$ cat config.mk
export PLATFORM = sky130hd
export DESIGN_NAME = ttw_engine
export DESIGN_NICKNAME = d
export VERILOG_FILES = /design/src/hdl/ttw_pkg.sv /design/src/hdl/ttw_engine.sv
export SDC_FILE = /design/constraint.sdc
export NUM_CORES = 1
export LEC_CHECK = 0
export ABC_AREA = 1
export BUFFER_PORTS_ARGS = -buffer_cell sky130_fd_sc_hd__buf_4
export CORE_MARGIN = 4
export CORE_UTILIZATION = 45
export DETAILED_ROUTE_END_ITERATION = 16
export PLACE_DENSITY = 0.71
export REMOVE_ABC_BUFFERS = 1
export SLEW_MARGIN = 20
export SYNTH_ARGS = -nofsm -noshare
export SYNTH_HDL_FRONTEND = slang
export SYNTH_SLANG_ARGS = --single-unit
$ cat constraint.sdc
create_clock -name clock -period 2.8 [get_ports clock]
set_input_delay 0.14 -clock clock [delete_from_list [all_inputs] [get_ports clock]]
set_output_delay 0.14 -clock clock [all_outputs]
set_load 0.05 [all_outputs]
$ cat src/hdl/ttw_pkg.sv
`timescale 1ns / 1ps
// ----------------------------------------------------------------------------
// ttw_pkg
// Shared types, sizes and codes for the text terminal writer.
// ----------------------------------------------------------------------------
package ttw_pkg;

   localparam int COLUMNS = 80;
   localparam int ROWS    = 25;
   localparam int CELLS   = ROWS * COLUMNS;

   localparam int COL_W  = $clog2(COLUMNS);
   localparam int ROW_W  = $clog2(ROWS);
   localparam int CELL_W = $clog2(CELLS);
   localparam int POS_W  = 11;
   localparam int CMP_W  = (CELL_W > POS_W) ? CELL_W : POS_W;
   localparam int DATA_W = 16;

   localparam logic [1:0] MODE_PUT   = 2'd0;
   localparam logic [1:0] MODE_READ  = 2'd1;
   localparam logic [1:0] MODE_CLEAR = 2'd2;

   localparam logic [7:0] CHAR_NEWLINE   = 8'd10;
   localparam logic [7:0] CHAR_BACKSPACE = 8'd8;
   localparam logic [7:0] CHAR_BLANK     = 8'h20;
   localparam logic [7:0] RESET_COLOR    = 8'h0F;

   typedef struct packed {
      logic [1:0]       mode;
      logic [7:0]       char_code;
      logic [POS_W-1:0] cell_address;
   } req_type;

   typedef struct packed {
      logic [DATA_W-1:0] read_data;
      logic [POS_W-1:0]  cursor_pos;
   } rsp_type;

   typedef struct packed {
      logic              we;
      logic [CELL_W-1:0] waddr;
      logic [DATA_W-1:0] wdata;
      logic              re;
      logic [CELL_W-1:0] raddr;
   } mem_req_type;

   function automatic logic [CELL_W-1:0] cell_index(input logic [ROW_W-1:0] row,
                                                    input logic [COL_W-1:0] col);
      return CELL_W'(row) * CELL_W'(COLUMNS) + CELL_W'(col);
   endfunction

endpackage

$ cat src/hdl/ttw_engine.sv
`timescale 1ns / 1ps
// ----------------------------------------------------------------------------
// ttw_engine
// Cursor state and sequencer: reset fill, puts, reads, scroll and clear sweeps.
// ----------------------------------------------------------------------------
module ttw_engine (
   input  logic                       clock,
   input  logic                       reset,
   input  logic                       csr_wr_en,
   input  logic [7:0]                 csr_wr_data,
   input  logic                       req_valid,
   output logic                       req_ready,
   input  ttw_pkg::req_type           req,
   output logic                       res_valid,
   input  logic                       res_ready,
   output ttw_pkg::rsp_type           res,
   output ttw_pkg::mem_req_type       mem_req,
   input  logic [ttw_pkg::DATA_W-1:0] rdata
);
   import ttw_pkg::*;

   localparam logic [2:0] ST_INIT   = 3'd0;
   localparam logic [2:0] ST_IDLE   = 3'd1;
   localparam logic [2:0] ST_READ   = 3'd2;
   localparam logic [2:0] ST_SCROLL = 3'd3;
   localparam logic [2:0] ST_FILL   = 3'd4;
   localparam logic [2:0] ST_CLEAR  = 3'd5;
   localparam logic [2:0] ST_DONE   = 3'd6;

   localparam logic [CELL_W-1:0] LAST_CELL = CELL_W'(CELLS - 1);
   localparam logic [CELL_W-1:0] LAST_ROW0 = CELL_W'(CELLS - COLUMNS);
   localparam logic [ROW_W-1:0]  LAST_ROW  = ROW_W'(ROWS - 1);
   localparam logic [COL_W-1:0]  LAST_COL  = COL_W'(COLUMNS - 1);

   logic [2:0]        state_ff, state_in;
   logic [ROW_W-1:0]  row_ff, row_in;
   logic [COL_W-1:0]  col_ff, col_in;
   logic [CELL_W-1:0] ptr_ff, ptr_in;
   logic              pend_ff, pend_in;
   logic [CELL_W-1:0] wa_ff, wa_in;
   logic [DATA_W-1:0] data_ff, data_in;
   logic              rd_ok_ff, rd_ok_in;
   logic [7:0]        color_ff, color_in;

   logic [DATA_W-1:0] blank;
   logic [CELL_W-1:0] cur_idx;
   logic [ROW_W-1:0]  bs_row;
   logic [COL_W-1:0]  bs_col;

   assign blank   = {color_ff, CHAR_BLANK};
   assign cur_idx = cell_index(row_ff, col_ff);

   // backspace target: step left, wrap up a row, stop at home
   always_comb begin
      bs_row = row_ff;
      bs_col = col_ff;
      if (col_ff != '0) begin
         bs_col = col_ff - COL_W'(1);
      end else if (row_ff != '0) begin
         bs_row = row_ff - ROW_W'(1);
         bs_col = LAST_COL;
      end
   end

   always_comb begin
      color_in = csr_wr_en ? csr_wr_data : color_ff;
   end

   always_comb begin
      state_in  = state_ff;
      row_in    = row_ff;
      col_in    = col_ff;
      ptr_in    = ptr_ff;
      pend_in   = pend_ff;
      wa_in     = wa_ff;
      data_in   = data_ff;
      rd_ok_in  = rd_ok_ff;
      mem_req   = '0;
      req_ready = (state_ff == ST_IDLE);
      res_valid = 1'b0;
      res       = '0;

      unique case (state_ff) inside
         ST_INIT: begin
            mem_req.we    = 1'b1;
            mem_req.waddr = ptr_ff;
            mem_req.wdata = {RESET_COLOR, CHAR_BLANK};
            if (ptr_ff == LAST_CELL) begin
               ptr_in   = '0;
               state_in = ST_IDLE;
            end else begin
               ptr_in = ptr_ff + CELL_W'(1);
            end
         end
         ST_IDLE: begin
            if (req_valid) begin
               data_in  = '0;
               state_in = ST_DONE;
               case (req.mode)
                  MODE_PUT: begin
                     if (req.char_code == CHAR_NEWLINE) begin
                        col_in = '0;
                        if (row_ff == LAST_ROW) begin
                           ptr_in   = '0;
                           pend_in  = 1'b0;
                           state_in = ST_SCROLL;
                        end else begin
                           row_in = row_ff + ROW_W'(1);
                        end
                     end else if (req.char_code == CHAR_BACKSPACE) begin
                        row_in        = bs_row;
                        col_in        = bs_col;
                        mem_req.we    = 1'b1;
                        mem_req.waddr = cell_index(bs_row, bs_col);
                        mem_req.wdata = blank;
                     end else begin
                        mem_req.we    = 1'b1;
                        mem_req.waddr = cur_idx;
                        mem_req.wdata = {color_ff, req.char_code};
                        if (col_ff == LAST_COL) begin
                           col_in = '0;
                           if (row_ff == LAST_ROW) begin
                              ptr_in   = '0;
                              pend_in  = 1'b0;
                              state_in = ST_SCROLL;
                           end else begin
                              row_in = row_ff + ROW_W'(1);
                           end
                        end else begin
                           col_in = col_ff + COL_W'(1);
                        end
                     end
                  end
                  MODE_READ: begin
                     rd_ok_in      = (CMP_W'(req.cell_address) < CMP_W'(CELLS));
                     mem_req.re    = 1'b1;
                     mem_req.raddr = CELL_W'(req.cell_address);
                     state_in      = ST_READ;
                  end
                  MODE_CLEAR: begin
                     row_in   = '0;
                     col_in   = '0;
                     ptr_in   = '0;
                     state_in = ST_CLEAR;
                  end
                  default: begin
                     state_in = ST_DONE;
                  end
               endcase
            end
         end
         ST_READ: begin
            data_in  = rd_ok_ff ? rdata : '0;
            state_in = ST_DONE;
         end
         ST_SCROLL: begin
            // write follows in the cycle after its read, always to a lower address
            if (pend_ff) begin
               mem_req.we    = 1'b1;
               mem_req.waddr = wa_ff;
               mem_req.wdata = rdata;
            end
            if (ptr_ff == LAST_ROW0) begin
               pend_in  = 1'b0;
               state_in = ST_FILL;
            end else begin
               mem_req.re    = 1'b1;
               mem_req.raddr = ptr_ff + CELL_W'(COLUMNS);
               pend_in       = 1'b1;
               wa_in         = ptr_ff;
               ptr_in        = ptr_ff + CELL_W'(1);
            end
         end
         ST_FILL, ST_CLEAR: begin
            mem_req.we    = 1'b1;
            mem_req.waddr = ptr_ff;
            mem_req.wdata = blank;
            if (ptr_ff == LAST_CELL) begin
               ptr_in   = '0;
               state_in = ST_DONE;
            end else begin
               ptr_in = ptr_ff + CELL_W'(1);
            end
         end
         ST_DONE: begin
            res_valid     = 1'b1;
            res.read_data = data_ff;
            res.cursor_pos = POS_W'(cur_idx);
            if (res_ready) begin
               state_in = ST_IDLE;
            end
         end
         default: begin
            state_in = ST_INIT;
         end
      endcase
   end

   always_ff @(posedge clock) begin
      if (reset) begin
         state_ff <= ST_INIT;
         row_ff   <= '0;
         col_ff   <= '0;
         ptr_ff   <= '0;
         pend_ff  <= 1'b0;
         color_ff <= RESET_COLOR;
      end else begin
         state_ff <= state_in;
         row_ff   <= row_in;
         col_ff   <= col_in;
         ptr_ff   <= ptr_in;
         pend_ff  <= pend_in;
         color_ff <= color_in;
      end
   end

   always_ff @(posedge clock) begin
      wa_ff    <= wa_in;
      data_ff  <= data_in;
      rd_ok_ff <= rd_ok_in;
   end

   assert property (@(posedge clock) disable iff (reset)
      row_ff < LAST_ROW + ROW_W'(1) || row_ff == LAST_ROW)
      else $error("cursor row out of range");

   assert property (@(posedge clock) disable iff (reset)
      mem_req.we && mem_req.re |-> mem_req.waddr < mem_req.raddr)
      else $error("scroll write overtakes its read");

   assert property (@(posedge clock) disable iff (reset)
      req_valid && req_ready && req.mode == MODE_CLEAR |=> state_ff == ST_CLEAR
         && row_ff == '0 && col_ff == '0)
      else $error("clear did not home the cursor");

   assert property (@(posedge clock) disable iff (reset)
      state_ff == ST_SCROLL && $past(state_ff) == ST_SCROLL && !pend_ff
         |-> ptr_ff == LAST_ROW0)
      else $error("scroll lost a pending move");

endmodule

# Yosys cells after proc, flatten, opt, wreduce, memory -nomap -nowiden
# Index checks and enable logic that the tools add are counted.
[classes] bitwise=1 n_addsub=8 n_mul=2 n_reduce_logical=18 eq_ne=27 n_lt_le_gt_ge=1 n_mux=55
[ops] op="$pmux 28 s4" count=1
[ops] op="$mux 28" count=3
[ops] op="$mux 11" count=7
[ops] op="$mux 27" count=2
[ops] op="$mux 40" count=1
[ops] op="$mux 7" count=5
[ops] op="$pmux 11 s3" count=1
[ops] op="$mux 16" count=2
[ops] op="$pmux 16 s2" count=1
[ops] op="$mux 5" count=6
[ops] op="$mux 3" count=9
[ops] op="$mux 12" count=2
[ops] op="$pmux 12 s2" count=1
[ops] op="$add 11x7->11" count=2
[ops] op="$eq 11x11->1 const B" count=2
[ops] op="$pmux 11 s2" count=1
[ops] op="$pmux 3 s6" count=1
[ops] op="$eq 8x4->1 const B" count=2
[ops] op="$mul 5x3->7 const B" count=2
[ops] op="$pmux 7 s2" count=1
[ops] op="$ne 4x4->1 const B" count=3
[ops] op="$add 11x1->11 const B" count=1
[ops] op="$add 11x7->11 const B" count=1
[ops] op="$lt 11x11->1 const B" count=1
[ops] op="33 further kinds" count=54
[totals] reg_bits=63 elab_cells=121

# Logic depth before layout (Yosys ltp)
# Gate-level depths: netlist of the first run.
[logic_depth] ltp_word=10 mapped_depth=22 depth_no_buf=22

# Least setup slack after synthesis of the first run
# No wires, ideal clock.
[synth_path] path_type="register -> output" startpoint="register col_ff[0]" endpoint="output mem_req[38] (netlist bit)" stages_incl_launch_ff=19 setup_slack_ns=-0.466 t_arrival_ns=3.126 path_buffers=0 path_cell_list="dfxtp_1 inv_1 ha_1 nand4_2 inv_2 nand2_2 nand2_1 o21ai_2 ha_1 ha_1 fa_1 xnor2_1 nand3b_1 nand2_1 nand3_1 nand2_1 nand2_1 nand2_1 nand2_1"
[synth_lines] item="start: declaration" line_no="ttw_engine.sv:37" rtl="logic [COL_W-1:0] col_ff, col_in;"
[synth_lines] item="start signal: assignment" line_no="ttw_engine.sv:210" rtl="col_ff <= col_in;"
[synth_lines] item="end: declaration" line_no="ttw_engine.sv:17" rtl="output ttw_pkg::mem_req_type mem_req,"

==> results of run 1 <==
cells in the mapped netlist, types with 3 or more instances:
cell and number:
nand2_1 197, xnor2_1 4, inv_2 5, nand3b_1 3, ha_1 28, o22ai_1 12
inv_1 129, o21ai_0 54, fa_1 4, xor2_1 19, nand2_4 3, a21oi_1 43
nand3_1 55, nor3_1 7, buf_4 4, edfxtp_1 28, o221ai_1 3, nand4_1 8
dfxtp_1 35, nor2_1 96, buf_2 7, nor2_4 5, a21oi_2 3, clkbuf_1 14
o211ai_1 7
what timing repair did:
item / 4_1_cts / 5_1_grt
pin swaps: 22 / 25
endpoints found under the setup margin: 6 / 10
buffers inserted: 13 / 3
gates resized for setup: 37 / 29
report_power, final:
group | switching [uW] | internal [uW] | leakage [uW]
Sequential | 40.1 | 996 | 0.000548
Combinational | 344 | 193 | 0.00294
Clock | 427 | 598 | 0.000132
kinds of logic (layout without fill, tap and decap cells):
family / Yosys count / in the layout / share of synthesized area [%]
DFF: 63 / 63 / 29.3
and+or+nand+nor: 385 / 385 / 32.0
xor gates and xnor gates: 23 / 23 / 3.83
adders and majority gates: 32 / 32 / 8.18
buffers and inverters: 163 / 335 / 12.3
AOI/OAI and AO/OA: 134 / 134 / 14.3
metrics by stage:
step,instance area [um2],power (uW)
after detailed placement,6570,1570
after global placement,6570,1570
final,7210,2600
after global routing,7210,2710
after CTS,7080,2610
after floorplan,5130,1370
tightest hold or removal path, stage by stage:
cell     delay (ns)
buf_4          0.08
a21oi_1        0.05
o21ai_0        0.06
final timing paths:
| path | to | slack, ns |
|---|---|---|
| hold / removal | color_ff[2]$_SDFFE_PP1P_ | 0.02 |
| setup / recovery | mem_req[29] | -0.63 |
| setup reg to reg | col_ff[1]$_SDFFE_PP0P_ | -0.04 |
| hold reg to reg | color_ff[2]$_SDFFE_PP1P_ | 0.46 |
cells in the final DEF, fill, tap and decap left out, types with 3 or more instances in the layout:
cell type and n:
nand2_1 190, buf_6 8, clkbuf_16 9, a21oi_1 43
nor2_2 3, nand2_4 5, xor2_1 18, nand4_1 8
ha_4 6, nand3_2 6, o21ai_0 48, clkinv_2 3
nand2_2 7, buf_4 176, nand3_1 51, o211ai_1 7
a21oi_2 3, inv_2 11, ha_1 19, inv_1 122
nor3_1 6, ha_2 3, dfxtp_1 32, o21ai_1 7
nand3b_1 3, o22ai_1 12, nor2_4 6, nor2_1 94
edfxtp_1 28
sequential cells by signal (all words and copies together), names as in the netlist:
name / flops
col_ff: 7
color_ff: 8
data_ff: 16
pend_ff: 1
ptr_ff: 11
rd_ok_ff: 1
row_ff: 5
state_ff: 3
wa_ff: 11
area by class of cell:
| cell class | instances | area [um2] | area share [%] |
|---|---|---|---|
| clock inverters | 7 | 47.5 | 0.660 |
| clock buffers | 9 | 225 | 3.13 |
| repair buffers | 184 | 1410 | 19.6 |
| multi-input cells | 574 | 3280 | 45.5 |
| inverters | 135 | 514 | 7.14 |
| flip-flops and latches | 63 | 1550 | 21.5 |
| well taps | 143 | 179 | 2.48 |
per-layer routing:
layer	share of wire [%]	wire, um	global-route usage, %
met1	41	6740	30.5
met5	0	0	0
met2	50	8180	41.5
met4	3.4	555	11.2
met3	5.7	942	4.40
==> out/qor.yml, run 1 <==
run_status:
  status: "finished, violations left"
  violations: "setup timing"
timing:
  hold_violations: 0
  tightest_slew_ns: 0.549
  rsz0062_at_grt: "yes"
  setup_ws_ns: -0.626
  tns_ns: -3.35
  fmax_mhz: 292
  setup_viol: 8
  min_period_ns: 3.43
  fin_crit_sh_pct: 122
  clock_skew_ns: 0.00679
  slew_violations: 0
  relSlewSlack_pct: 63.1
  fin_hold_ws_ns: 0.0216
clock_network:
  cts.path.max_buffers: 2
  clkTransAtPathRegs_ns: 0.06
  clock_tree.htree_level_count: 3
  cts_root_buffer: "clkbuf_16"
  hold_buffers: 0
  clock_sinks: 63
  cts_tree: "built"
  clock_latency_ns: 0.33
  cts_buffers: 9
worst_setup_path:
  cp_cell_sequence: "inv_2 > ha_4 > nand2_4 > nor3_4 > nand2_1 > buf_4 > buf_4 > buf_4 > buf_4 > buf_4 > buf_4 > buf_4 > buf_4 > buf_4 > buf_4 > buf_4 > o21ai_0 > nand2_1 > o211ai_1 > nand3_1 > buf_6"
  worst-path-buf-inv: 13
  reg2reg_depth: 20
  crit_arrival_ns: 3.29
  crit_start: "row_ff[0]$_SDFFE_PP0P_"
  crit_slowest_cell: "dfxtp_2"
  reg2reg_from: "row_ff[0]$_SDFFE_PP0P_"
  critPathRequiredTime_ns: 2.66
  cp_num_cells: 21
  crit_fanout: 4
  end_kind: "output port"
  crit_type: "register to output port"
  crit_top_cell: "buf_4"
  startpoint_type: "register"
  crit_path_max_incr_delay_ns: 0.32
  critPathTopFamily: "buffers and inverters"
drt:
  detail_route.wl_per_cell_um: 14.7
  vias: 5735
  routed_wl_um: 16400
  ant_nets: 0
  drt_iter0_drc: 347
  dr.pass1.iters: 5
  drc: 0
  drt-vias-per-instance: 5.14
placement:
  post-dp-hpwl_um: 12000
  numPortBuffers: 118
  pre_cts_slack_ns: -0.433
  placedCellCount: 1083
  gp_congestion: 0.872
run:
  cap_viol_max_count: 0
global_routing:
  antenna_found_initial: 0
  grt.total_usage_pct: 24.5
  grt_pass1_vias: 5522
  grt_pass1_wl_um: 26300
  grt_max_degree: 31
  grt-ovfl-total: 0
synthesis:
  synth.largest_area_cell: "edfxtp_1"
  synth_top_cell_area_share_pct: 16.0
  seq_area_frac_synth_pct: 29.3
  ys_warn_count: 0
  netlist_area_mm2: 0.00526
  syn_inst: 800
  syn_avg_cell_area_um2: 6.58
  synthFlopType: "dfxtp_1"
  ys_types: 44
  async_flop_share_pct: 0
  synth-seq-cells: 63
  synth_area_leaders: "edfxtp_1, nand2_1, dfxtp_1, inv_1, nor2_1"
  synth_edf_count: 28
floorplan:
  ios: 119
  fp.dieW_um: 116
  die_height_um: 116
  core_mm2: 0.0114
  die_area_mm2: 0.0135
  initial_core_util_pct: 46.1
  std_cell_rows: 39
finish:
  area_growth_pct: 36.9
  utilization_pct: 63.1
  layout.nets: 1049
  fin_cells: 1115
  num-fill-cells: 1030
  drive_gt1_share_pct: 27.7
  antennaDiodeCount: 0
min_path:
  hp-start: "csr_wr_data[2]"
  hold_path_class: "input pin to register"
  min_path_cells: 3
power:
  leakagePower_uw: 0.00362
  p_per_area_mw_per_mm2: 360
  vdd_ir_drop_max_mv: 0.352
Note: power is estimated with default switching activity, not from simulation.
==> inputs of run 2 (changes only) <==
- CORE_UTILIZATION: 45 -> 55
- PLACE_DENSITY: 0.71 -> 0.81
- clock period: 2.8 -> 4.4 ns (I/O delays scaled with it)
==> out/qor.yml, run 2 (synthesis gave the netlist of run 1 again) <==
clock_network:
  clock_sinks: 63  # unchanged
  hold_buffers: 0  # unchanged
  cts_root_buffer: "clkbuf_8"  # was clkbuf_16
  postCtsSetupBuffers: 0  # was 13
  cts_buffers: 9  # unchanged
  clkTransAtPathRegs_ns: 0.08  # was 0.06 ns
  postCtsResizedCells: 0  # was 37
  clock_latency_ns: 0.36  # was 0.33 ns
  clock_tree.htree_level_count: 3  # unchanged
  cts.path.max_buffers: 2  # unchanged
  cts_tree: "built"  # unchanged
floorplan:
  die_area_mm2: 0.0112  # was 0.0135 mm2
  core_mm2: 0.00928  # was 0.0114 mm2
  initial_core_util_pct: 56.7  # was 46.1%
  fp.dieW_um: 106  # was 116 um
  ios: 119  # unchanged
  die_height_um: 106  # was 116 um
  std_cell_rows: 35  # was 39
worst_setup_path:
  crit_slowest_cell: "fa_1"  # was dfxtp_2
  cp_cell_sequence: "inv_1 > ha_1 > nand4_2 > inv_2 > nand2_2 > o21ai_2 > ha_1 > ha_1 > fa_1 > xnor2_1 > nand3b_1 > nand2_1 > nand2_1 > nand2_1 > nand2_1 > nand2_1 > nand2_1 > nand2_1 > buf_4"  # was inv_2 > ha_4 > nand2_4 > nor3_4 > nand2_1 > buf_4 > buf_4 > buf_4 > buf_4 > buf_4 > buf_4 > buf_4 > buf_4 > buf_4 > buf_4 > buf_4 > o21ai_0 > nand2_1 > o211ai_1 > nand3_1 > buf_6
  crit_type: "register to output port"  # unchanged
  end_kind: "output port"  # unchanged
  crit_arrival_ns: 3.91  # was 3.29 ns
  crit_path_max_incr_delay_ns: 0.39  # was 0.32 ns
  crit_top_cell: "nand2_1"  # was buf_4
  startpoint_type: "register"  # unchanged
  critPathRequiredTime_ns: 4.18  # was 2.66 ns
  critPathTopFamily: "adder cells"  # was buffers and inverters
  worst-path-buf-inv: 3  # was 13
  crit_fanout: 9  # was 4
finish:
  drive_gt1_share_pct: 18.2  # was 27.7%
  final_cell_mix: "nand2_1, inv_1, buf_4"  # was nand2_1, buf_4, inv_1
  final_common_cell: "nand2_1"  # unchanged
  largest_register_ffs: 16  # unchanged
  reg_top3: "data_ff x16, ptr_ff x11, wa_ff x11"  # unchanged
  utilization_pct: 68.6  # was 63.1%
  fin_cells: 1037  # was 1115
  layout.nets: 985  # was 1049
  top_register: "data_ff"  # unchanged
  register_area_mm2: 0.00154  # was 0.00155 mm2
  antennaDiodeCount: 0  # unchanged
  num-fill-cells: 863  # was 1030
  area_growth_pct: 21.0  # was 36.9%
  multiInputGateArea_mm2: 0.00308  # was 0.00328 mm2
  fin_area_mm2: 0.00637  # was 0.00721 mm2
placement:
  placed_area_mm2: 0.00619  # was 0.00657 mm2
  post-dp-hpwl_um: 12000  # about the same
  gp_congestion: 0.960  # was 0.872
  numPortBuffers: 118  # unchanged
  placedCellCount: 1021  # was 1083
drt:
  vias: 5653  # was 5735
  drt-vias-per-instance: 5.45  # was 5.14
  detail_route.wl_per_cell_um: 15.0  # was 14.7 um
  ant_nets: 0  # unchanged
  dr.pass1.iters: 5  # unchanged
  routed_wl_um: 15500  # was 16400 um
  drt_iter0_drc: 424  # was 347
  drc: 0  # unchanged
timing:
  tns_ns: 0  # was -3.35 ns
  slew_violations: 0  # unchanged
  hold_violations: 0  # unchanged
  clock_skew_ns: 0.0125  # was 0.00679 ns
  relSlewSlack_pct: 51.6  # was 63.1%
  fin_crit_sh_pct: 93.8
  rsz0062_at_grt: "no"  # was yes
  tightest_slew_ns: 0.724  # was 0.549 ns
  fmax_mhz: 242
  min_period_ns: 4.13
  setup_viol: 0  # was 8
global_routing:
  grt_max_degree: 31  # unchanged
  grt_pass1_vias: 5467  # was 5522
  antenna_found_initial: 0  # unchanged
  grt-ovfl-total: 0  # unchanged
  grt_pass1_wl_um: 25500  # was 26300 um
  grt.total_usage_pct: 27.9  # was 24.5%
run:
  cap_viol_max_count: 0  # unchanged
power:
  vdd_ir_drop_max_mv: 0.285  # was 0.352 mV
  leakagePower_uw: 0.00322  # was 0.00362 uW
  p_per_area_mw_per_mm2: 230  # was 360 mW/mm2
run_status:
  status: "complete, no violations"  # was finished, violations left
min_path:
  hold_path_class: "input pin to register"  # unchanged
run 2: layout make-up:
cell class                      count  share of cell area, %
Tap cell                          129                   2.53
Multi-Input combinational cell    574                   48.3
Sequential cell                    63                   24.2
Inverter                          135                   8.03
Clock inverter                      7                  0.825
Clock buffer                        9                   1.94
Timing Repair Buffer              120                   14.1
run 2: through the flow:
stage / total power, uW / hold slack (ns) / setup WS [ns]
6_report: 1460 / 0.0764 / 0.274
3_3_place_gp: 989 / 0.434 / 0.873
5_1_grt: 1530 / 0.0930 / 0.0256
3_5_place_dp: 998 / 0.441 / 0.699
2_1_floorplan: 873 / 0.282 / 1.05
4_1_cts: 1470 / 0.0696 / 0.310
run 2: tightest hold or removal path: cells and delay by family:
family | cells | cell delay (ns)
buf+inv | 1 | 0.08
compound gates | 2 | 0.11
run 2: routing by layer:
layer,track usage (%),vias to the layer above,part of all wire (%)
met3,4.29,37,7.4
met2,49.0,225,50
li1,-,2772,-
met4,9.71,0,2.5
met5,0,-,0
met1,34.8,2619,40
run 2: final timing paths:
path	cells past startpoint	start	slack [ns]	to
setup reg to reg	12	ptr_ff[4]$_SDFFE_PP0P_	1.98	ptr_ff[3]$_SDFFE_PP0P_
hold reg to reg	2	color_ff[0]$_SDFFE_PP1P_	0.46	color_ff[0]$_SDFFE_PP1P_
hold / removal	3	csr_wr_data[0]	0.08	color_ff[0]$_SDFFE_PP1P_
setup / recovery	19	col_ff[0]$_SDFFE_PP0P_	0.27	mem_req[38]
run 2: power breakdown:
group          total, uW  switching [uW]  internal, uW
Combinational        327             217           110
Clock                477             266           210
Sequential           660            26.4           633
Total               1460             510           954
==> inputs of run 3 (changes only) <==
- clock period: 4.4 -> 4.6 ns (I/O delays scaled with it)
==> out/qor.yml, run 3 (synthesis gave the netlist of run 1 again) <==
drt:
  drt_iter0_drc: 378  # was 424
  routed_wl_um: 15400  # was 15500 um
  drc: 0  # unchanged
  vias: 5582  # was 5653
  dr.pass1.iters: 5  # unchanged
  ant_nets: 0  # unchanged
  detail_route.wl_per_cell_um: 14.9  # was 15.0 um
  drt-vias-per-instance: 5.39  # was 5.45
floorplan:
  std_cell_rows: 35  # unchanged
  die_height_um: 106  # unchanged
  fp.dieW_um: 106  # unchanged
  die_area_mm2: 0.0112  # unchanged
  ios: 119  # unchanged
  core_mm2: 0.00928  # unchanged
  initial_core_util_pct: 56.7  # unchanged
worst_setup_path:
  crit_type: "register to output port"  # unchanged
  crit_fanout: 9  # unchanged
  crit_arrival_ns: 3.91  # about the same
  end_kind: "output port"  # unchanged
  rr_endpoint: "ptr_ff[3]$_SDFFE_PP0P_"  # unchanged
  reg2reg_depth: 12  # unchanged
  critPathTopFamily: "adder cells"  # unchanged
  worst-path-buf-inv: 3  # unchanged
  crit_slowest_cell: "dfxtp_1"  # was fa_1
  r2r_setup_slack_ns: 2.11  # was 1.98 ns
  cp_cell_sequence: "inv_1 > ha_1 > nand4_2 > inv_2 > nand2_2 > o21ai_2 > ha_1 > ha_1 > fa_1 > xnor2_1 > nand3b_1 > nand2_1 > nand2_1 > nand2_1 > nand2_1 > nand2_1 > nand2_1 > nand2_1 > buf_4"  # unchanged
  reg2reg_from: "ptr_ff[4]$_SDFFE_PP0P_"  # unchanged
  critPathRequiredTime_ns: 4.37  # was 4.18 ns
  crit_top_cell: "nand2_1"  # unchanged
  startpoint_type: "register"  # unchanged
  crit_path_max_incr_delay_ns: 0.39  # about the same
clock_network:
  clock_sinks: 63  # unchanged
  cts.path.max_buffers: 2  # unchanged
  cts_buffers: 9  # unchanged
  clock_tree.htree_level_count: 3  # unchanged
  cts_tree: "built"  # unchanged
  postCtsResizedCells: 0  # unchanged
  postCtsSetupBuffers: 0  # unchanged
  clock_latency_ns: 0.35  # was 0.36 ns
  clkTransAtPathRegs_ns: 0.09  # was 0.08 ns
  hold_buffers: 0  # unchanged
  cts_root_buffer: "clkbuf_8"  # unchanged
power:
  p_per_area_mw_per_mm2: 220  # was 230 mW/mm2
  leakagePower_uw: 0.00322  # about the same
  vdd_ir_drop_max_mv: 0.218  # was 0.285 mV
finish:
  fin_cells: 1036  # was 1037
  area_growth_pct: 20.9  # was 21.0%
  layout.nets: 984  # was 985
  reg_top3: "data_ff x16, ptr_ff x11, wa_ff x11"  # unchanged
  largest_register_ffs: 16  # unchanged
  final_common_cell: "nand2_1"  # unchanged
  fin_area_mm2: 0.00636  # was 0.00637 mm2
  drive_gt1_share_pct: 18.1  # was 18.2%
  top_register: "data_ff"  # unchanged
  final_cell_mix: "nand2_1, inv_1, buf_4"  # unchanged
  antennaDiodeCount: 0  # unchanged
timing:
  fin_hold_ws_ns: 0.0905  # was 0.0764 ns
  tns_ns: 0  # unchanged
  hold_violations: 0  # unchanged
  fmax_mhz: 242
  clock_skew_ns: 0.0149  # was 0.0125 ns
  setup_ws_ns: 0.460  # was 0.274 ns
  tightest_slew_ns: 0.740  # was 0.724 ns
  min_period_ns: 4.14
  slew_violations: 0  # unchanged
  rsz0062_at_grt: "no"  # unchanged
  setup_viol: 0  # unchanged
  relSlewSlack_pct: 50.6  # was 51.6%
  fin_crit_sh_pct: 90.0
run_status:
  status: "complete, no violations"  # unchanged
min_path:
  min_path_cells: 3  # unchanged
  hp-start: "csr_wr_data[3]"  # was csr_wr_data[0]
  hold_path_class: "input pin to register"  # unchanged
  worst_hold_path.endpoint: "color_ff[3]$_SDFFE_PP1P_"  # was color_ff[0]$_SDFFE_PP1P_
placement:
  numPortBuffers: 118  # unchanged
  placed_area_mm2: 0.00619  # about the same
  placedCellCount: 1020  # was 1021
  gp_congestion: 0.948  # was 0.960
  pre_cts_slack_ns: 0.882  # was 0.699 ns
  post-dp-hpwl_um: 11900  # was 12000 um
global_routing:
  antenna_found_initial: 0  # unchanged
  grt_pass1_wl_um: 25600  # was 25500 um
  grt-ovfl-total: 0  # unchanged
  grt_pass1_vias: 5379  # was 5467
  grt_max_degree: 31  # unchanged
  grt.total_usage_pct: 28.0  # was 27.9%
run:
  cap_viol_max_count: 0  # unchanged
## run 3: through the flow
| stage | power [uW] | utilization, % |
|---|---|---|
| 4_1_cts | 1400 | 68.5 |
| 6_report | 1400 | 68.5 |
| 5_1_grt | 1470 | 68.5 |
| 3_3_place_gp | 946 | 66.6 |
| 2_1_floorplan | 835 | - |
| 3_5_place_dp | 954 | 66.6 |
## run 3: report_power, final
part           total [uW]  internal (uW)  switching [uW]
clock network         454            201             253
registers             631            606            25.2
logic                 312            105             207
total                1400            912             485
## run 3: final cells by class
class | instances | area (um2)
sequential | 63 | 1540
timing repair buffer | 119 | 893
inverter | 135 | 512
tap | 129 | 161
clock inverter | 7 | 52.6
multi-input combinational | 574 | 3080
fill | 832 | 2920
clock buffer | 9 | 124
## run 3: worst min-delay path, delay by kind of cell
family / cells / cell delay [ns]
buffers and inverters: 1 / 0.08
AOI/OAI and AO/OA: 2 / 0.11
## run 3: worst max path at each step
stage	start	to	slack, ns	depth (start not counted)
6_report	col_ff[0]$_SDFFE_PP0P_	mem_req[38]	0.46	19
5_1_grt	col_ff[0]$_SDFFE_PP0P_	mem_req[38]	0.18	21
4_1_cts	col_ff[0]$_SDFFE_PP0P_	mem_req[38]	0.49	19
3_5_place_dp	col_ff[0]$_SDFFE_PP0P_	mem_req[38]	0.88	19
3_3_place_gp	col_ff[0]$_SDFFE_PP0P_	mem_req[38]	1.04	19
2_1_floorplan	col_ff[0]$_SDFFE_PP0P_	mem_req[38]	1.24	18
## run 3: layer usage
metal / share of wire, % / up-vias / track usage [%]
li1: - / 2772 / -
met1: 42 / 2553 / 36.1
met2: 50 / 235 / 47.8
met3: 5.7 / 22 / 3.37
met4: 1.9 / 0 / 10.5
met5: 0 / - / 0
